**src/design/ort_pkg.sv**
```systemverilog
// shared types, codes and constants of the overlay residency tracker
package ort_pkg;

  localparam int SEC_W = 5;
  localparam int CMP_W = SEC_W + 1;
  localparam int FLD_W = 16;

  localparam logic MODE_DEFINE = 1'b0;
  localparam logic MODE_LOAD   = 1'b1;

  localparam logic [1:0] EV_LOAD   = 2'd0;
  localparam logic [1:0] EV_UNLOAD = 2'd1;
  localparam logic [1:0] EV_DONE   = 2'd2;

  typedef struct packed {
    logic             mode;
    logic [SEC_W-1:0] section;
    logic [FLD_W-1:0] first_para;
    logic [FLD_W-1:0] size_paras;
    logic [SEC_W-1:0] ancestor;
  } ort_in_t;

  typedef struct packed {
    logic [1:0]       event_res;
    logic [SEC_W-1:0] event_section;
    logic             loaded_any;
    logic             last;
  } ort_out_t;

  typedef enum logic [2:0] {
    ST_IDLE,
    ST_CHAIN,
    ST_CH_DAT,
    ST_SCAN,
    ST_SC_DAT,
    ST_ANC,
    ST_ANC_DAT
  } ort_state_e;

  typedef struct packed {
    logic wr_define;
    logic chain_init;
    logic rd_chain;
    logic latch_cur;
    logic chain_skip;
    logic chain_next;
    logic scan_init;
    logic scan_next;
    logic rd_scan;
    logic anc_init;
    logic rd_anc;
    logic anc_next;
    logic set_res;
    logic clr_res;
    logic emit_load;
    logic emit_unload;
    logic emit_done;
  } ort_cmd_t;

  typedef struct packed {
    logic chain_stop;
    logic cur_res;
    logic scan_end;
    logic scan_res;
    logic overlap;
    logic anc_stop;
    logic anc_res;
  } ort_stat_t;

endpackage

```
**src/design/overlay_residency_tracker.sv**
```systemverilog
// top level of the overlay residency tracker: controller plus datapath
// define transfer: busy stays low, no result
// load transfer: each chain step reads the current entry; each section loaded adds a scan that
//   skips absent entries, tests resident ones for overlap, walks the ancestor links of the rest
//   and then closes; all table reads share one read port
// results come one per cycle at most, each a one-cycle strobe; the receiver cannot stall
// reset clears resident marks, section count and control; the table is undefined until written
module overlay_residency_tracker #(
  parameter int MAX_SECTIONS = 16,
  parameter int PARA_BITS    = 16
) (
  input  logic                      clk_i,
  input  logic                      rst_ni,
  // command channel
  input  logic                      start,
  output logic                      busy,
  input  ort_pkg::ort_in_t          in_i,
  // result strobe and payload
  output logic                      out_strobe_o,
  output ort_pkg::ort_out_t         out_o,
  // section count register write channel
  input  logic                      cfg_valid_i,
  output logic                      cfg_ready_o,
  input  logic [ort_pkg::SEC_W-1:0] cfg_data_i
);
  import ort_pkg::*;

  ort_cmd_t  cmd;
  ort_stat_t stat;
  logic      cfg_we;

  // count is only rewritten between requests
  assign cfg_ready_o = !busy;
  assign cfg_we      = cfg_valid_i && cfg_ready_o;

  // sequencer: walks the chain, scans the table, follows ancestor links
  ort_ctrl u_ctrl (
    .clk_i  (clk_i),
    .rst_ni (rst_ni),
    .start  (start),
    .mode_i (in_i.mode),
    .stat_i (stat),
    .busy   (busy),
    .cmd_o  (cmd)
  );

  // table memory with registered read, resident marks, counters, result register
  ort_dpath #(
    .MAX_SECTIONS (MAX_SECTIONS),
    .PARA_BITS    (PARA_BITS)
  ) u_dpath (
    .clk_i        (clk_i),
    .rst_ni       (rst_ni),
    .in_i         (in_i),
    .cfg_we_i     (cfg_we),
    .cfg_data_i   (cfg_data_i),
    .cmd_i        (cmd),
    .stat_o       (stat),
    .out_strobe_o (out_strobe_o),
    .out_o        (out_o)
  );

endmodule

```
**src/design/ort_ctrl.sv**
```systemverilog
// sequencing state machine: chain walk, table scan and ancestor walk
module ort_ctrl (
  input  logic              clk_i,
  input  logic              rst_ni,
  input  logic              start,
  input  logic              mode_i,
  input  ort_pkg::ort_stat_t stat_i,
  output logic              busy,
  output ort_pkg::ort_cmd_t cmd_o
);
  import ort_pkg::*;

  ort_state_e state_q, state_d;

  always_ff @(posedge clk_i or negedge rst_ni) begin
    if (!rst_ni) begin
      state_q <= ST_IDLE;
    end else begin
      state_q <= state_d;
    end
  end

  // next state
  always_comb begin
    state_d = state_q;
    unique case (state_q)
      ST_IDLE: begin
        if (start && (mode_i == MODE_LOAD)) state_d = ST_CHAIN;
      end
      ST_CHAIN: begin
        state_d = stat_i.chain_stop ? ST_IDLE : ST_CH_DAT;
      end
      ST_CH_DAT: begin
        state_d = stat_i.cur_res ? ST_CHAIN : ST_SCAN;
      end
      ST_SCAN: begin
        priority if (stat_i.scan_end) state_d = ST_CHAIN;
        else if (!stat_i.scan_res) state_d = ST_SCAN;
        else state_d = ST_SC_DAT;
      end
      ST_SC_DAT: begin
        state_d = stat_i.overlap ? ST_SCAN : ST_ANC;
      end
      ST_ANC: begin
        priority if (stat_i.anc_stop || !stat_i.anc_res) state_d = ST_SCAN;
        else state_d = ST_ANC_DAT;
      end
      ST_ANC_DAT: begin
        state_d = ST_ANC;
      end
      default: state_d = ST_IDLE;
    endcase
  end

  // commands
  always_comb begin
    cmd_o = '0;
    busy  = (state_q != ST_IDLE);
    unique case (state_q)
      ST_IDLE: begin
        if (start) begin
          if (mode_i == MODE_LOAD) cmd_o.chain_init = 1'b1;
          else cmd_o.wr_define = 1'b1;
        end
      end
      ST_CHAIN: begin
        if (stat_i.chain_stop) cmd_o.emit_done = 1'b1;
        else cmd_o.rd_chain = 1'b1;
      end
      ST_CH_DAT: begin
        if (stat_i.cur_res) begin
          cmd_o.chain_skip = 1'b1;
        end else begin
          cmd_o.latch_cur = 1'b1;
          cmd_o.scan_init = 1'b1;
        end
      end
      ST_SCAN: begin
        priority if (stat_i.scan_end) begin
          cmd_o.set_res    = 1'b1;
          cmd_o.emit_load  = 1'b1;
          cmd_o.chain_next = 1'b1;
        end else if (!stat_i.scan_res) begin
          cmd_o.scan_next = 1'b1;
        end else begin
          cmd_o.rd_scan = 1'b1;
        end
      end
      ST_SC_DAT: begin
        if (stat_i.overlap) begin
          cmd_o.clr_res     = 1'b1;
          cmd_o.emit_unload = 1'b1;
          cmd_o.scan_next   = 1'b1;
        end else begin
          cmd_o.anc_init = 1'b1;
        end
      end
      ST_ANC: begin
        priority if (stat_i.anc_stop) begin
          cmd_o.scan_next = 1'b1;
        end else if (!stat_i.anc_res) begin
          cmd_o.clr_res     = 1'b1;
          cmd_o.emit_unload = 1'b1;
          cmd_o.scan_next   = 1'b1;
        end else begin
          cmd_o.rd_anc = 1'b1;
        end
      end
      ST_ANC_DAT: begin
        cmd_o.anc_next = 1'b1;
      end
      default: cmd_o = '0;
    endcase
  end

endmodule

```
**src/design/ort_dpath.sv**
```systemverilog
// section table, resident marks, walk counters and result register
module ort_dpath #(
  parameter int MAX_SECTIONS = 16,
  parameter int PARA_BITS    = 16
) (
  input  logic                     clk_i,
  input  logic                     rst_ni,
  input  ort_pkg::ort_in_t         in_i,
  input  logic                     cfg_we_i,
  input  logic [ort_pkg::SEC_W-1:0] cfg_data_i,
  input  ort_pkg::ort_cmd_t        cmd_i,
  output ort_pkg::ort_stat_t       stat_o,
  output logic                     out_strobe_o,
  output ort_pkg::ort_out_t        out_o
);
  import ort_pkg::*;

  localparam int IDX_W = (MAX_SECTIONS > 1) ? $clog2(MAX_SECTIONS) : 1;
  localparam int NPAD  = 1 << IDX_W;
  localparam int CNT_W = $clog2(MAX_SECTIONS + 1);
  localparam int ENT_W = SEC_W + 2 * PARA_BITS;

  // table memory, one entry per section: {parent, size, start}
  logic [ENT_W-1:0] mem [MAX_SECTIONS];
  logic [ENT_W-1:0] rdata_q;

  logic [NPAD-1:0]      res_q;
  logic [SEC_W-1:0]     count_q;
  logic [SEC_W-1:0]     cur_q, a_q, par_q;
  logic [CNT_W-1:0]     step_q, i_q, k_q;
  logic                 any_q;
  logic [PARA_BITS-1:0] lo_q;
  logic [PARA_BITS:0]   hi_q;
  logic                 strobe_q;
  ort_out_t             out_q, out_d;

  logic [CMP_W-1:0]     cnt;
  logic                 def_ok;
  logic [IDX_W-1:0]     def_idx, cur_idx, i_idx, a_idx, rd_addr;
  logic                 rd_en;
  logic [PARA_BITS-1:0] r_start, r_size;
  logic [SEC_W-1:0]     r_par;
  logic [PARA_BITS:0]   r_end;

  assign cnt = ({1'b0, count_q} > CMP_W'(MAX_SECTIONS)) ? CMP_W'(MAX_SECTIONS)
                                                        : {1'b0, count_q};

  assign def_ok  = (in_i.section != '0) &&
                   ({1'b0, in_i.section} <= CMP_W'(MAX_SECTIONS));
  assign def_idx = IDX_W'(in_i.section - SEC_W'(1));
  assign cur_idx = IDX_W'(cur_q - SEC_W'(1));
  assign i_idx   = IDX_W'(i_q);
  assign a_idx   = IDX_W'(a_q - SEC_W'(1));

  assign r_start = rdata_q[PARA_BITS-1:0];
  assign r_size  = rdata_q[2*PARA_BITS-1:PARA_BITS];
  assign r_par   = rdata_q[ENT_W-1:2*PARA_BITS];
  assign r_end   = {1'b0, r_start} + {1'b0, r_size};

  assign rd_en = cmd_i.rd_chain | cmd_i.rd_scan | cmd_i.rd_anc;
  always_comb begin
    priority if (cmd_i.rd_chain) rd_addr = cur_idx;
    else if (cmd_i.rd_scan) rd_addr = i_idx;
    else rd_addr = a_idx;
  end

  always_ff @(posedge clk_i) begin
    if (cmd_i.wr_define && def_ok) begin
      mem[def_idx] <= {in_i.ancestor, PARA_BITS'(in_i.size_paras),
                       PARA_BITS'(in_i.first_para)};
    end
    if (rd_en) begin
      rdata_q <= mem[rd_addr];
    end
  end

  // status
  assign stat_o.chain_stop = (cur_q == '0) || ({1'b0, cur_q} > cnt) ||
                             (step_q == CNT_W'(MAX_SECTIONS));
  assign stat_o.cur_res    = res_q[cur_idx];
  assign stat_o.scan_end   = (CMP_W'(i_q) == cnt);
  assign stat_o.scan_res   = res_q[i_idx];
  assign stat_o.overlap    = ({1'b0, r_start} < hi_q) && (r_end > {1'b0, lo_q});
  assign stat_o.anc_stop   = (a_q == '0) || ({1'b0, a_q} > cnt) ||
                             (k_q == CNT_W'(MAX_SECTIONS));
  assign stat_o.anc_res    = res_q[a_idx];

  // control registers
  always_ff @(posedge clk_i or negedge rst_ni) begin
    if (!rst_ni) begin
      res_q    <= '0;
      count_q  <= '0;
      strobe_q <= 1'b0;
    end else begin
      if (cfg_we_i) count_q <= cfg_data_i;
      if (cmd_i.wr_define && def_ok) res_q[def_idx] <= 1'b0;
      if (cmd_i.set_res) res_q[cur_idx] <= 1'b1;
      if (cmd_i.clr_res) res_q[i_idx] <= 1'b0;
      strobe_q <= cmd_i.emit_load | cmd_i.emit_unload | cmd_i.emit_done;
    end
  end

  // next result payload
  always_comb begin
    out_d = '0;
    if (cmd_i.emit_load) begin
      out_d.event_res     = EV_LOAD;
      out_d.event_section = cur_q;
    end
    if (cmd_i.emit_unload) begin
      out_d.event_res     = EV_UNLOAD;
      out_d.event_section = SEC_W'(i_q) + SEC_W'(1);
    end
    if (cmd_i.emit_done) begin
      out_d.event_res  = EV_DONE;
      out_d.loaded_any = any_q;
      out_d.last       = 1'b1;
    end
  end

  // walk registers and result payload
  always_ff @(posedge clk_i) begin
    if (cmd_i.chain_init) begin
      cur_q  <= in_i.section;
      step_q <= '0;
      any_q  <= 1'b0;
    end
    if (cmd_i.chain_skip) begin
      cur_q  <= r_par;
      step_q <= step_q + CNT_W'(1);
    end
    if (cmd_i.chain_next) begin
      cur_q  <= par_q;
      step_q <= step_q + CNT_W'(1);
    end
    if (cmd_i.latch_cur) begin
      lo_q  <= r_start;
      hi_q  <= r_end;
      par_q <= r_par;
    end
    if (cmd_i.scan_init) begin
      i_q   <= '0;
      any_q <= 1'b1;
    end
    if (cmd_i.scan_next) i_q <= i_q + CNT_W'(1);
    if (cmd_i.anc_init) begin
      a_q <= r_par;
      k_q <= '0;
    end
    if (cmd_i.anc_next) begin
      a_q <= r_par;
      k_q <= k_q + CNT_W'(1);
    end
    out_q <= out_d;
  end

  assign out_strobe_o = strobe_q;
  assign out_o        = out_q;

endmodule
```
**config.mk**
```make
export PLATFORM = sky130hd
export DESIGN_NAME = overlay_residency_tracker
export DESIGN_NICKNAME = d
export VERILOG_FILES = /design/src/design/ort_pkg.sv /design/src/design/overlay_residency_tracker.sv /design/src/design/ort_ctrl.sv /design/src/design/ort_dpath.sv
export SDC_FILE = /design/constraint.sdc
export NUM_CORES = 1
export LEC_CHECK = 0
export BUFFER_PORTS_ARGS = -buffer_cell sky130_fd_sc_hd__buf_2
export CAP_MARGIN = 0
export CORE_ASPECT_RATIO = 0.8
export CORE_UTILIZATION = 50
export CTS_BUF_LIST = sky130_fd_sc_hd__clkbuf_2 sky130_fd_sc_hd__clkbuf_4 sky130_fd_sc_hd__clkbuf_8
export DETAILED_ROUTE_END_ITERATION = 10
export PLACE_DENSITY_LB_ADDON = 0.15
export SLEW_MARGIN = 20
export SYNTH_ARGS = -nofsm -noshare
export SYNTH_HDL_FRONTEND = slang
export SYNTH_SLANG_ARGS = --single-unit
```
**constraint.sdc**
```tcl
create_clock -name clk_i -period 6.5 [get_ports clk_i]
set_clock_uncertainty 0.1 [all_clocks]
set_input_delay 0.975 -clock clk_i [delete_from_list [all_inputs] [get_ports clk_i]]
set_output_delay 0.975 -clock clk_i [all_outputs]
set_load 0.01 [all_outputs]
```
### Yosys cells after proc, flatten, opt, wreduce, memory -nomap -nowiden

Memories as Yosys holds them, arrays and structs flattened. A register that Yosys moved wholly into a read port is not among the register bits.
Cells that the tools add are included.

| cells by class | value |
|---|---|
| bitwise gates (word level) | 9 |
| order comparisons | 13 |
| add/subtract/negate cells | 7 |
| equal/unequal tests | 10 |
| reduce and logical (&&, ||, !) cells | 23 |
| mux-type cells | 73 |

Operator list:

| kind | number |
|---|---|
| two-way mux 5 bit | 14 |
| two-way mux 16 bit | 3 |
| two-way mux 1 bit | 33 |
| AND 16 bit | 2 |
| inverter 16 bit | 2 |
| one-hot mux 3 bit (7 select lines) | 1 |
| less-than comparator 4 x 5 -> 1 bit, second input constant | 4 |
| adder 16 x 16 -> 17 bit | 1 |
| greater-than comparator 17 x 16 -> 1 bit | 1 |
| less-than comparator 16 x 17 -> 1 bit | 1 |
| bitwise OR 16 bit | 1 |
| adder 5 x 1 -> 5 bit, second input constant | 3 |
| two-way mux 3 bit | 5 |
| binary-select mux 1 bit (select 4 bit) | 3 |
| demux 1 bit (select 4 bit) | 3 |
| greater-or-equal comparator 4 x 1 -> 1 bit, second input constant | 3 |
| two-way mux 2 bit | 6 |
| subtractor 4 x 1 -> 4 bit, second input constant | 3 |
| == test 5 bit, second input constant | 2 |
| greater-than comparator 5 bit | 2 |
| zero test 5 bit | 2 |
| == test 3 bit, second input constant | 3 |
| logical AND 1 bit | 8 |
| two-way mux 4 bit | 2 |
| other kinds (16) | 27 |

| word-level totals | value |
|---|---|
| input port bits | 52 |
| bits in writable memories | 592 |
| logic and storage cells | 153 |
| bits in registers | 98 |
| output and inout port bits | 12 |
| memories kept | 1 |

Memories:

| name | depth | bits a word | rd ports | clocked after memory_dff | wr ports | line | RTL |
|---|---|---|---|---|---|---|---|
| u_dpath.mem | 16 | 37 | 1 | 1 | 1 | ort_dpath.sv:24 | `logic [ENT_W-1:0] mem [MAX_SECTIONS];` |

### Logic depth before layout (Yosys ltp)

Gate-level depths: netlist of run 1.

| depth | value |
|---|---|
| depth in word-level cells | 12 |
| depth in mapped cells | 22 |
| mapped depth without buffers | 21 |

### Modules after synthesis

From an unflattened synthesis of run 1, not the netlist that was laid out.

| unflattened totals | value |
|---|---|
| cell total of the unflattened synthesis | 1886 |
| area total of the unflattened synthesis | 31657.9 µm² |

By module, submodules not included:

| module | cells an instance | times used | area an instance (µm²) |
|---|---|---|---|
| ort_dpath | 1833 | 1 | 31271.2 |
| ort_ctrl | 51 | 1 | 376.6 |
| overlay_residency_tracker | 2 | 1 | 10.0 |

### Worst setup path before layout of run 1

Ideal clock, no wire load.

| timing | value |
|---|---|
| path type | register -> register |
| from | register u_dpath.cur_q[0] |
| to | register u_dpath.i_q[0] (enable) |
| setup slack | 0.823 ns |
| library setup time | 0.320 ns |
| path buffers | 1 |
| arrival | 5.257 ns |
| data required time | 6.080 ns |
| cell stages (with the launch flop) | 8 |
| period minus slack after synthesis | 5.677 ns |
| cell sequence | edfxtp_1 clkbuf_1 inv_1 ha_1 mux4_2 mux4_2 nor3_1 nand2b_1 |

RTL lines:

| element | line | RTL |
|---|---|---|
| start: declaration | ort_dpath.sv:29 | `logic [SEC_W-1:0] cur_q, a_q, par_q;` |
| start signal: assignment | ort_dpath.sv:124 | `cur_q <= in_i.section;` |
| start signal: assignment | ort_dpath.sv:129 | `cur_q <= r_par;` |
| start signal: assignment | ort_dpath.sv:133 | `cur_q <= par_q;` |
| end signal: assignment | ort_dpath.sv:145 | `if (cmd_i.scan_next) i_q <= i_q + CNT_W'(1);` |
| end: declaration | ort_dpath.sv:30 | `logic [CNT_W-1:0] step_q, i_q, k_q;` |

### Worst setup path after layout of run 1

| timing | value |
|---|---|
| from | register u_dpath.rdata_q[0] (read register of u_dpath.mem) |
| to | register u_dpath.strobe_q, in the netlist u_dpath.out_strobe_o |

| between the ends | value |
|---|---|
| word-level cells in the longest chain between the ends | 7 |
| elaborated cells on any way between the ends | 8 |
| those cells by class | add/sub: 1; order compare: 2; mux: 2; bitwise: 2; reduce/logical: 1 |

RTL lines:

| element | line | RTL |
|---|---|---|
| start: declaration | ort_dpath.sv:25 | `logic [ENT_W-1:0] rdata_q;` |
| adder 16 x 16 -> 17 bit | ort_dpath.sv:58 | `assign r_end = {1'b0, r_start} + {1'b0, r_size};` |
| named net u_dpath.r_end[10] | ort_dpath.sv:43 | `logic [PARA_BITS:0] r_end;` |
| greater-than comparator 17 x 16 -> 1 bit | ort_dpath.sv:83 | `assign stat_o.overlap = ({1'b0, r_start} < hi_q) && (r_end > {1'b0, lo_q});` |
| logical AND 1 bit | ort_dpath.sv:83 |  |
| two-way mux 1 bit | ort_ctrl.sv:90 | `if (stat_i.overlap) begin` |
| one-hot mux 1 bit (2 select lines) | ort_ctrl.sv:59 | `unique case (state_q)` |
| bitwise OR 1 bit (2 in a row) | ort_dpath.sv:99 | `strobe_q <= cmd_i.emit_load \| cmd_i.emit_unload \| cmd_i.emit_done;` |
| end signal: assignment | ort_dpath.sv:99 |  |
| end: declaration | ort_dpath.sv:34 | `logic strobe_q;` |

The timed path passes the listed nets, and every way through them passes these cells.
A chain may end at the register's enable or synchronous reset.

==> run metrics, run 1 <==
maximum clock path buffer count 3; clock share of power 0.201; Synth area leader edfxtp_1; CP startpoint u_dpath.rdata_q[0]; post-DP HPWL 49.6 mm; Total GRT Usage 0.272; routed via count 20300; top cells by area, synth edfxtp_1, nand2_1, ha_1; Tcrit/Tclk final 0.814; uppermost routed layer met5; drt initial violations 2368; fin crit period 5290 ps; Sum Neg Setup Slack 0 ps; crit path kind flop to flop; Leakage Power 12.2 nW; Worst Setup Start Kind flop; CP required 6980 ps; Max-slew headroom 0.269; asr flop ratio synth 0.0344; CORE AREA 0.0614 mm^2; Seq/Total Area, Yosys 0.692; worst slack, placed 1320 ps; final setup violation count 0; Fmax 189 MHz; Post-Synthesis Cells 2343; synthesized net count 2468; max-slew violations 0; met1 WL 37.2 mm; CTS tree yes; global-route wire length before repair 125 mm; Area Growth Syn to Fin 10.8%; drc violations 0; met3 wire length 7.45 mm; initial antenna violation count 3; Comb pwr share 0.448; share of layout cells above drive strength 1 0.135; Worst Hold Slack 182 ps; Worst Tran Pin Value 1090 ps; maxcap violations 0; GR Overflow Total 0; Met2 Routed Length 38.4 mm; CTS Root Cell clkbuf_8; NumNets Final 2562; post-layout worst setup margin 1210 ps; Num Clock Sinks 727; crit path max-delay cell type fa_1; critical path, cell by cell ha_1 -> fa_1 -> a21o_1 -> a21oi_1 -> o21bai_1 -> a21oi_1 -> o21bai_1 -> a21oi_1 -> o21ai_0 -> xnor2_1 -> ha_1 -> a21o_1 -> a21o_1 -> a21o_1 -> a21o_1 -> a21oi_1 -> o211ai_1 -> o2111ai_1 -> a32o_1 -> o21ai_1 -> buf_4 -> or3_1; RSZ-0062 raised after global routing no; number of flops mapped to enable cells by yosys 692; hold buffer count at CTS 0; H-Tree Depth 3; CTS buffer count 109; count leader, synth edfxtp_1; Netlist Area Pre-Place 0.0312 mm^2; Avg WL per Cell 25.5 um; Hold/Removal Path Class input port to asynchronous set/reset pin; Routability Congestion 0.880; DP Cell Count 3156; Crit path arrival time 5760 ps; fin cells 3356; Net Sw Frac 0.422; Flop pwr share 0.351; Die Area 0.0635 mm^2; clock transition at the registers of the reported paths 70 ps; Yosys Warn Count 0; # Post-CTS Setup Buffers 0; vias in the first global route 19600; pin count of the biggest net entering global routing 170; cell-internal power 10.3 mW; post-CTS sizing 0; maximum VDD drop 0.704 mV; Synth cell types 81; row cnt 81; die height 226 um; Pwr Density 516 mW/mm^2; Vias/cell 6.04; final wirelength 85.7 mm; top cells by count, synth edfxtp_1, nand2_1, nand3_1; Worst setup EP type flop; die width 281 um; FF+latch count, synth 727; slowest stage delay, CP 420 ps; Synth top area share 0.665; most used cell, CP a21o_1; Initial Util 0.508; I/O Buffers 63; final hold vios 0; Max FO, Critical Path 23; Clock Latency Late Sink 730 ps; ANT nets after route 0; status completed; Primary FF master, synth edfxtp_1; Switching Power 7.54 mW; TritonRoute pass-1 iters 6; average cell area after synthesis 13.3 um^2; # IOs 64; Reg-to-Reg Start u_dpath.rdata_q[0]
[layout make-up]
type	count	area (um^2)
clock buffers	149	1830
clock inverters	48	248
well taps	830	1040
diodes	3	7.51
flip-flops and latches	727	21600
inverters	64	240
multi-input cells	1425	8940
fillers	5009	26800
repair buffers	110	706
[power groups by stage]
stage | clock [mW] | combinational, mW | sequential, mW
floorplan | 0 | 5.56 | 6.09
global placement | 0 | 7.78 | 6.35
detailed placement | 0 | 7.88 | 6.36
CTS | 3.64 | 7.91 | 6.27
global route | 3.83 | 8.70 | 6.31
finish | 3.59 | 8.00 | 6.28
[registers in the layout, summed over array words and instances, names as in the netlist, 5 cells and up]
register         count
u_dpath.rdata_q     37
u_dpath.a_q          5
u_dpath.k_q          5
u_dpath.out_o        9
u_dpath.mem        592
u_dpath.count_q      5
u_dpath.step_q       5
u_dpath.cur_q        5
u_dpath.par_q        5
u_dpath.hi_q        17
u_dpath.lo_q        16
u_dpath.res_q       16
u_dpath.i_q          5
[critical path, delay by kind of cell (launching register included)]
kind / cells / cell delay, ps
AOI/OAI and AO/OA: 16 / 2840
adders and majority gates: 3 / 970
and+or+nand+nor: 1 / 360
DFF: 1 / 410
buffers and inverters: 1 / 220
xor gates and xnor gates: 1 / 230
[layout by cell type, fill, tap and decap left out, drive strengths merged, types with 10 or more instances in the layout]
cell type,count
a211o,15
a211oi,69
a21o,26
a21oi,84
a221oi,46
a31oi,62
and3,27
buf,110
clkbuf,149
clkinv,43
dfrtp,25
dfxtp,10
edfxtp,692
ha,72
inv,67
mux2i,38
mux4,13
nand2,373
nand2b,11
nand3,134
nand4,14
nor2,121
nor2b,22
nor3,61
nor4,16
o21ai,51
o22ai,29
xnor2,21
xor2,12
[layer usage]
layer  vias up  track usage
met4         6       0.0982
met5         -            0
met3       182       0.0606
li1       9164            -
met1     10000        0.388
met2       907        0.412
[metrics by stage]
| step | utilization | total power [mW] | instance area (um^2) |
|---|---|---|---|
| after CTS | 0.563 | 17.8 | 34600 |
| after detailed placement | 0.530 | 14.2 | 32500 |
| after global placement | 0.530 | 14.1 | 32500 |
| after floorplan | - | 11.7 | 31200 |
| after global routing | 0.563 | 18.8 | 34600 |
| final | 0.564 | 17.9 | 34600 |
[path summary, 6_finish.rpt]
check                      cells after the start  slack, ps                    to
max reg2reg                                   22       1210  u_dpath.out_strobe_o
max in group asynchronous                      1       5680    u_dpath.count_q[3]
min reg2reg                                    1        350         u_dpath.any_q
max                                           22       1210  u_dpath.out_strobe_o
min                                            1        180      u_dpath.res_q[8]
min in group clk_i                             1        350         u_dpath.any_q
[kinds of logic after synthesis]
family,share of synthesized area
adders and majority gates,0.0295
xor gates and xnor gates,0.00926
and+or+nand+nor,0.116
buffers and inverters,0.0268
AOI/OAI and AO/OA,0.102
muxes,0.0246
DFF,0.692
Note: power is estimated with default switching activity, not from simulation.
==> run 2, diff against run 1 <==
- clock period: 6.5 -> 4.6 ns (I/O delays scaled with it)
==> run 2 against run 1 <==
  * Final cell count rose by 2.2%
  * Clock power rose by 47%
  * First-iteration DRC count fell by 15%
  * Via count rose by 0.61%
  * Worst hold slack got worse by 110 ps
  * Setup slack got worse by 1100 ps
  * Clock-buffer cell count rose by 2
  * Critical path type unchanged
  * Largest power group unchanged
==> run metrics, run 2 (synthesis gave the netlist of run 1 again) <==
r2r setup slk 100 ps; ANT nets after route 0; Leakage Power 12.7 nW; initial antenna violation count 7; critical path, cell by cell ha_2 -> fa_2 -> a21o_1 -> a21oi_2 -> o21bai_1 -> a21oi_2 -> o21bai_2 -> a21oi_2 -> o21ai_2 -> xnor2_1 -> ha_1 -> a21o_1 -> a21o_1 -> a21o_1 -> a21o_1 -> a21oi_2 -> o211ai_1 -> o2111ai_1 -> a32o_2 -> o21a_1 -> buf_6; Fmax 222 MHz; NumNets Final 2626; fin cells 3430; Crit path arrival time 4850 ps; CP required 4960 ps; row cnt 81; Sum Neg Setup Slack 0 ps; Total GRT Usage 0.271; TritonRoute pass-1 iters 6; placed instance area 0.0332 mm^2; die width 281 um; CORE AREA 0.0614 mm^2; Clock Latency Late Sink 760 ps; drc violations 0; CTS Root Cell clkbuf_8; commonest cells after routing, fill and taps aside edfxtp_1, nand2_1, nand3_1, clkbuf_8, nor2_1; I/O Buffers 63; fin crit period 4500 ps; clock transition at the registers of the reported paths 60 ps; # IOs 64; maxcap violations 0; Max-slew headroom 0.372; RSZ-0062 raised after global routing yes; H-Tree Depth 3; register name with the most flops u_dpath.mem; Worst setup EP type flop; post-route cell area 0.0357 mm^2; Die Area 0.0635 mm^2; WHS Path Cells 3; Max FO, Critical Path 6; slowest stage delay, CP 410 ps; Worst Hold Slack 76.7 ps; post-layout worst setup margin 104 ps; Num Clock Sinks 727; Initial Util 0.508; hold wc startpoint cfg_data_i[4]; post-DP HPWL 50.6 mm; crit path max-delay cell type edfxtp_1; drt initial violations 2015; share of layout cells above drive strength 1 0.168; Pwr Density 748 mW/mm^2; Worst R2R End u_dpath.a_q[1]; global-route wire length before repair 126 mm; commonest non-fill, non-tap cell in the layout edfxtp_1; most used cell, CP a21o_1; Routability Congestion 0.926; die height 226 um; cell count of the worst reg-to-reg path 21; max reg flops 592; final wirelength 85.2 mm; maximum clock path buffer count 3; total power draw 26.7 mW; Hold/Removal Path Class input port to flop; status completed; routed via count 20400; Avg WL per Cell 24.8 um; biggest registers after layout u_dpath.mem x592, u_dpath.rdata_q x37, u_dpath.hi_q x17; crit path kind flop to flop; Worst Tran Pin Value 942 ps; Tcrit/Tclk final 0.977; final setup violation count 0; Worst Setup Start Kind flop; GR Overflow Total 0; maximum VDD drop 0.693 mV; worst slack, placed -317 ps; CTS buffer count 113; vias in the first global route 20000; pin count of the biggest net entering global routing 92; Reg-to-Reg Start u_dpath.rdata_q[0]; Hold Path End u_dpath.count_q[4]; final hold vios 0; max-slew violations 0; Final Util 0.581; Vias/cell 5.95; DP Cell Count 3206; CTS tree yes; Area Growth Syn to Fin 14.2%
[run 2: layout make-up]
class / instances / area (um^2)
clock inverter: 58 / 313
inverter: 64 / 240
timing repair buffer: 170 / 1430
multi-input combinational: 1425 / 9170
sequential: 727 / 21600
clock buffer: 151 / 1860
fill: 4979 / 25700
tap: 830 / 1040
antenna: 5 / 12.5
[run 2: metal layers]
layer,global-route usage,wire length [um],vias to the layer above
li1,-,-,9305
met1,0.382,37000,10100
met2,0.408,37900,812
met3,0.0702,7710,171
met4,0.0945,2550,6
met5,0,39,-
[run 2: repair_timing]
| action | CTS | global route |
|---|---|---|
| hold buffers | 1 | 0 |
| resized for setup | 6 | 27 |
| setup endpoints to repair | 44 | 48 |
| buffers inserted | 3 | 6 |
| pin swaps | 4 | 13 |
| hold endpoints to repair | 25 | 0 |
[run 2: worst max-delay path by stage]
stage                   startpoint                  to  slack [ps]
3_3_place_gp    u_dpath.rdata_q[0]    u_dpath.out_o[6]        -250
6_report        u_dpath.rdata_q[0]      u_dpath.a_q[1]         100
2_1_floorplan             in_i[38]  u_dpath.mem[15][0]         -10
4_1_cts         u_dpath.rdata_q[1]    u_dpath.res_q[6]          30
3_5_place_dp    u_dpath.rdata_q[0]    u_dpath.out_o[6]        -320
5_1_grt        u_dpath.rdata_q[16]      u_dpath.a_q[1]        -110
[run 2: report_power, final]
part	internal, mW	switching [mW]
registers	8.25	0.520
clock network	2.70	2.58
logic	4.60	8.03
[run 2: worst max-delay path: cells and delay by family (launching register included)]
kind	cells	cell delay, ps
flops	1	410
compound gates	16	2510
xor+xnor	1	220
buf+inv	1	140
fa+ha+maj	3	850
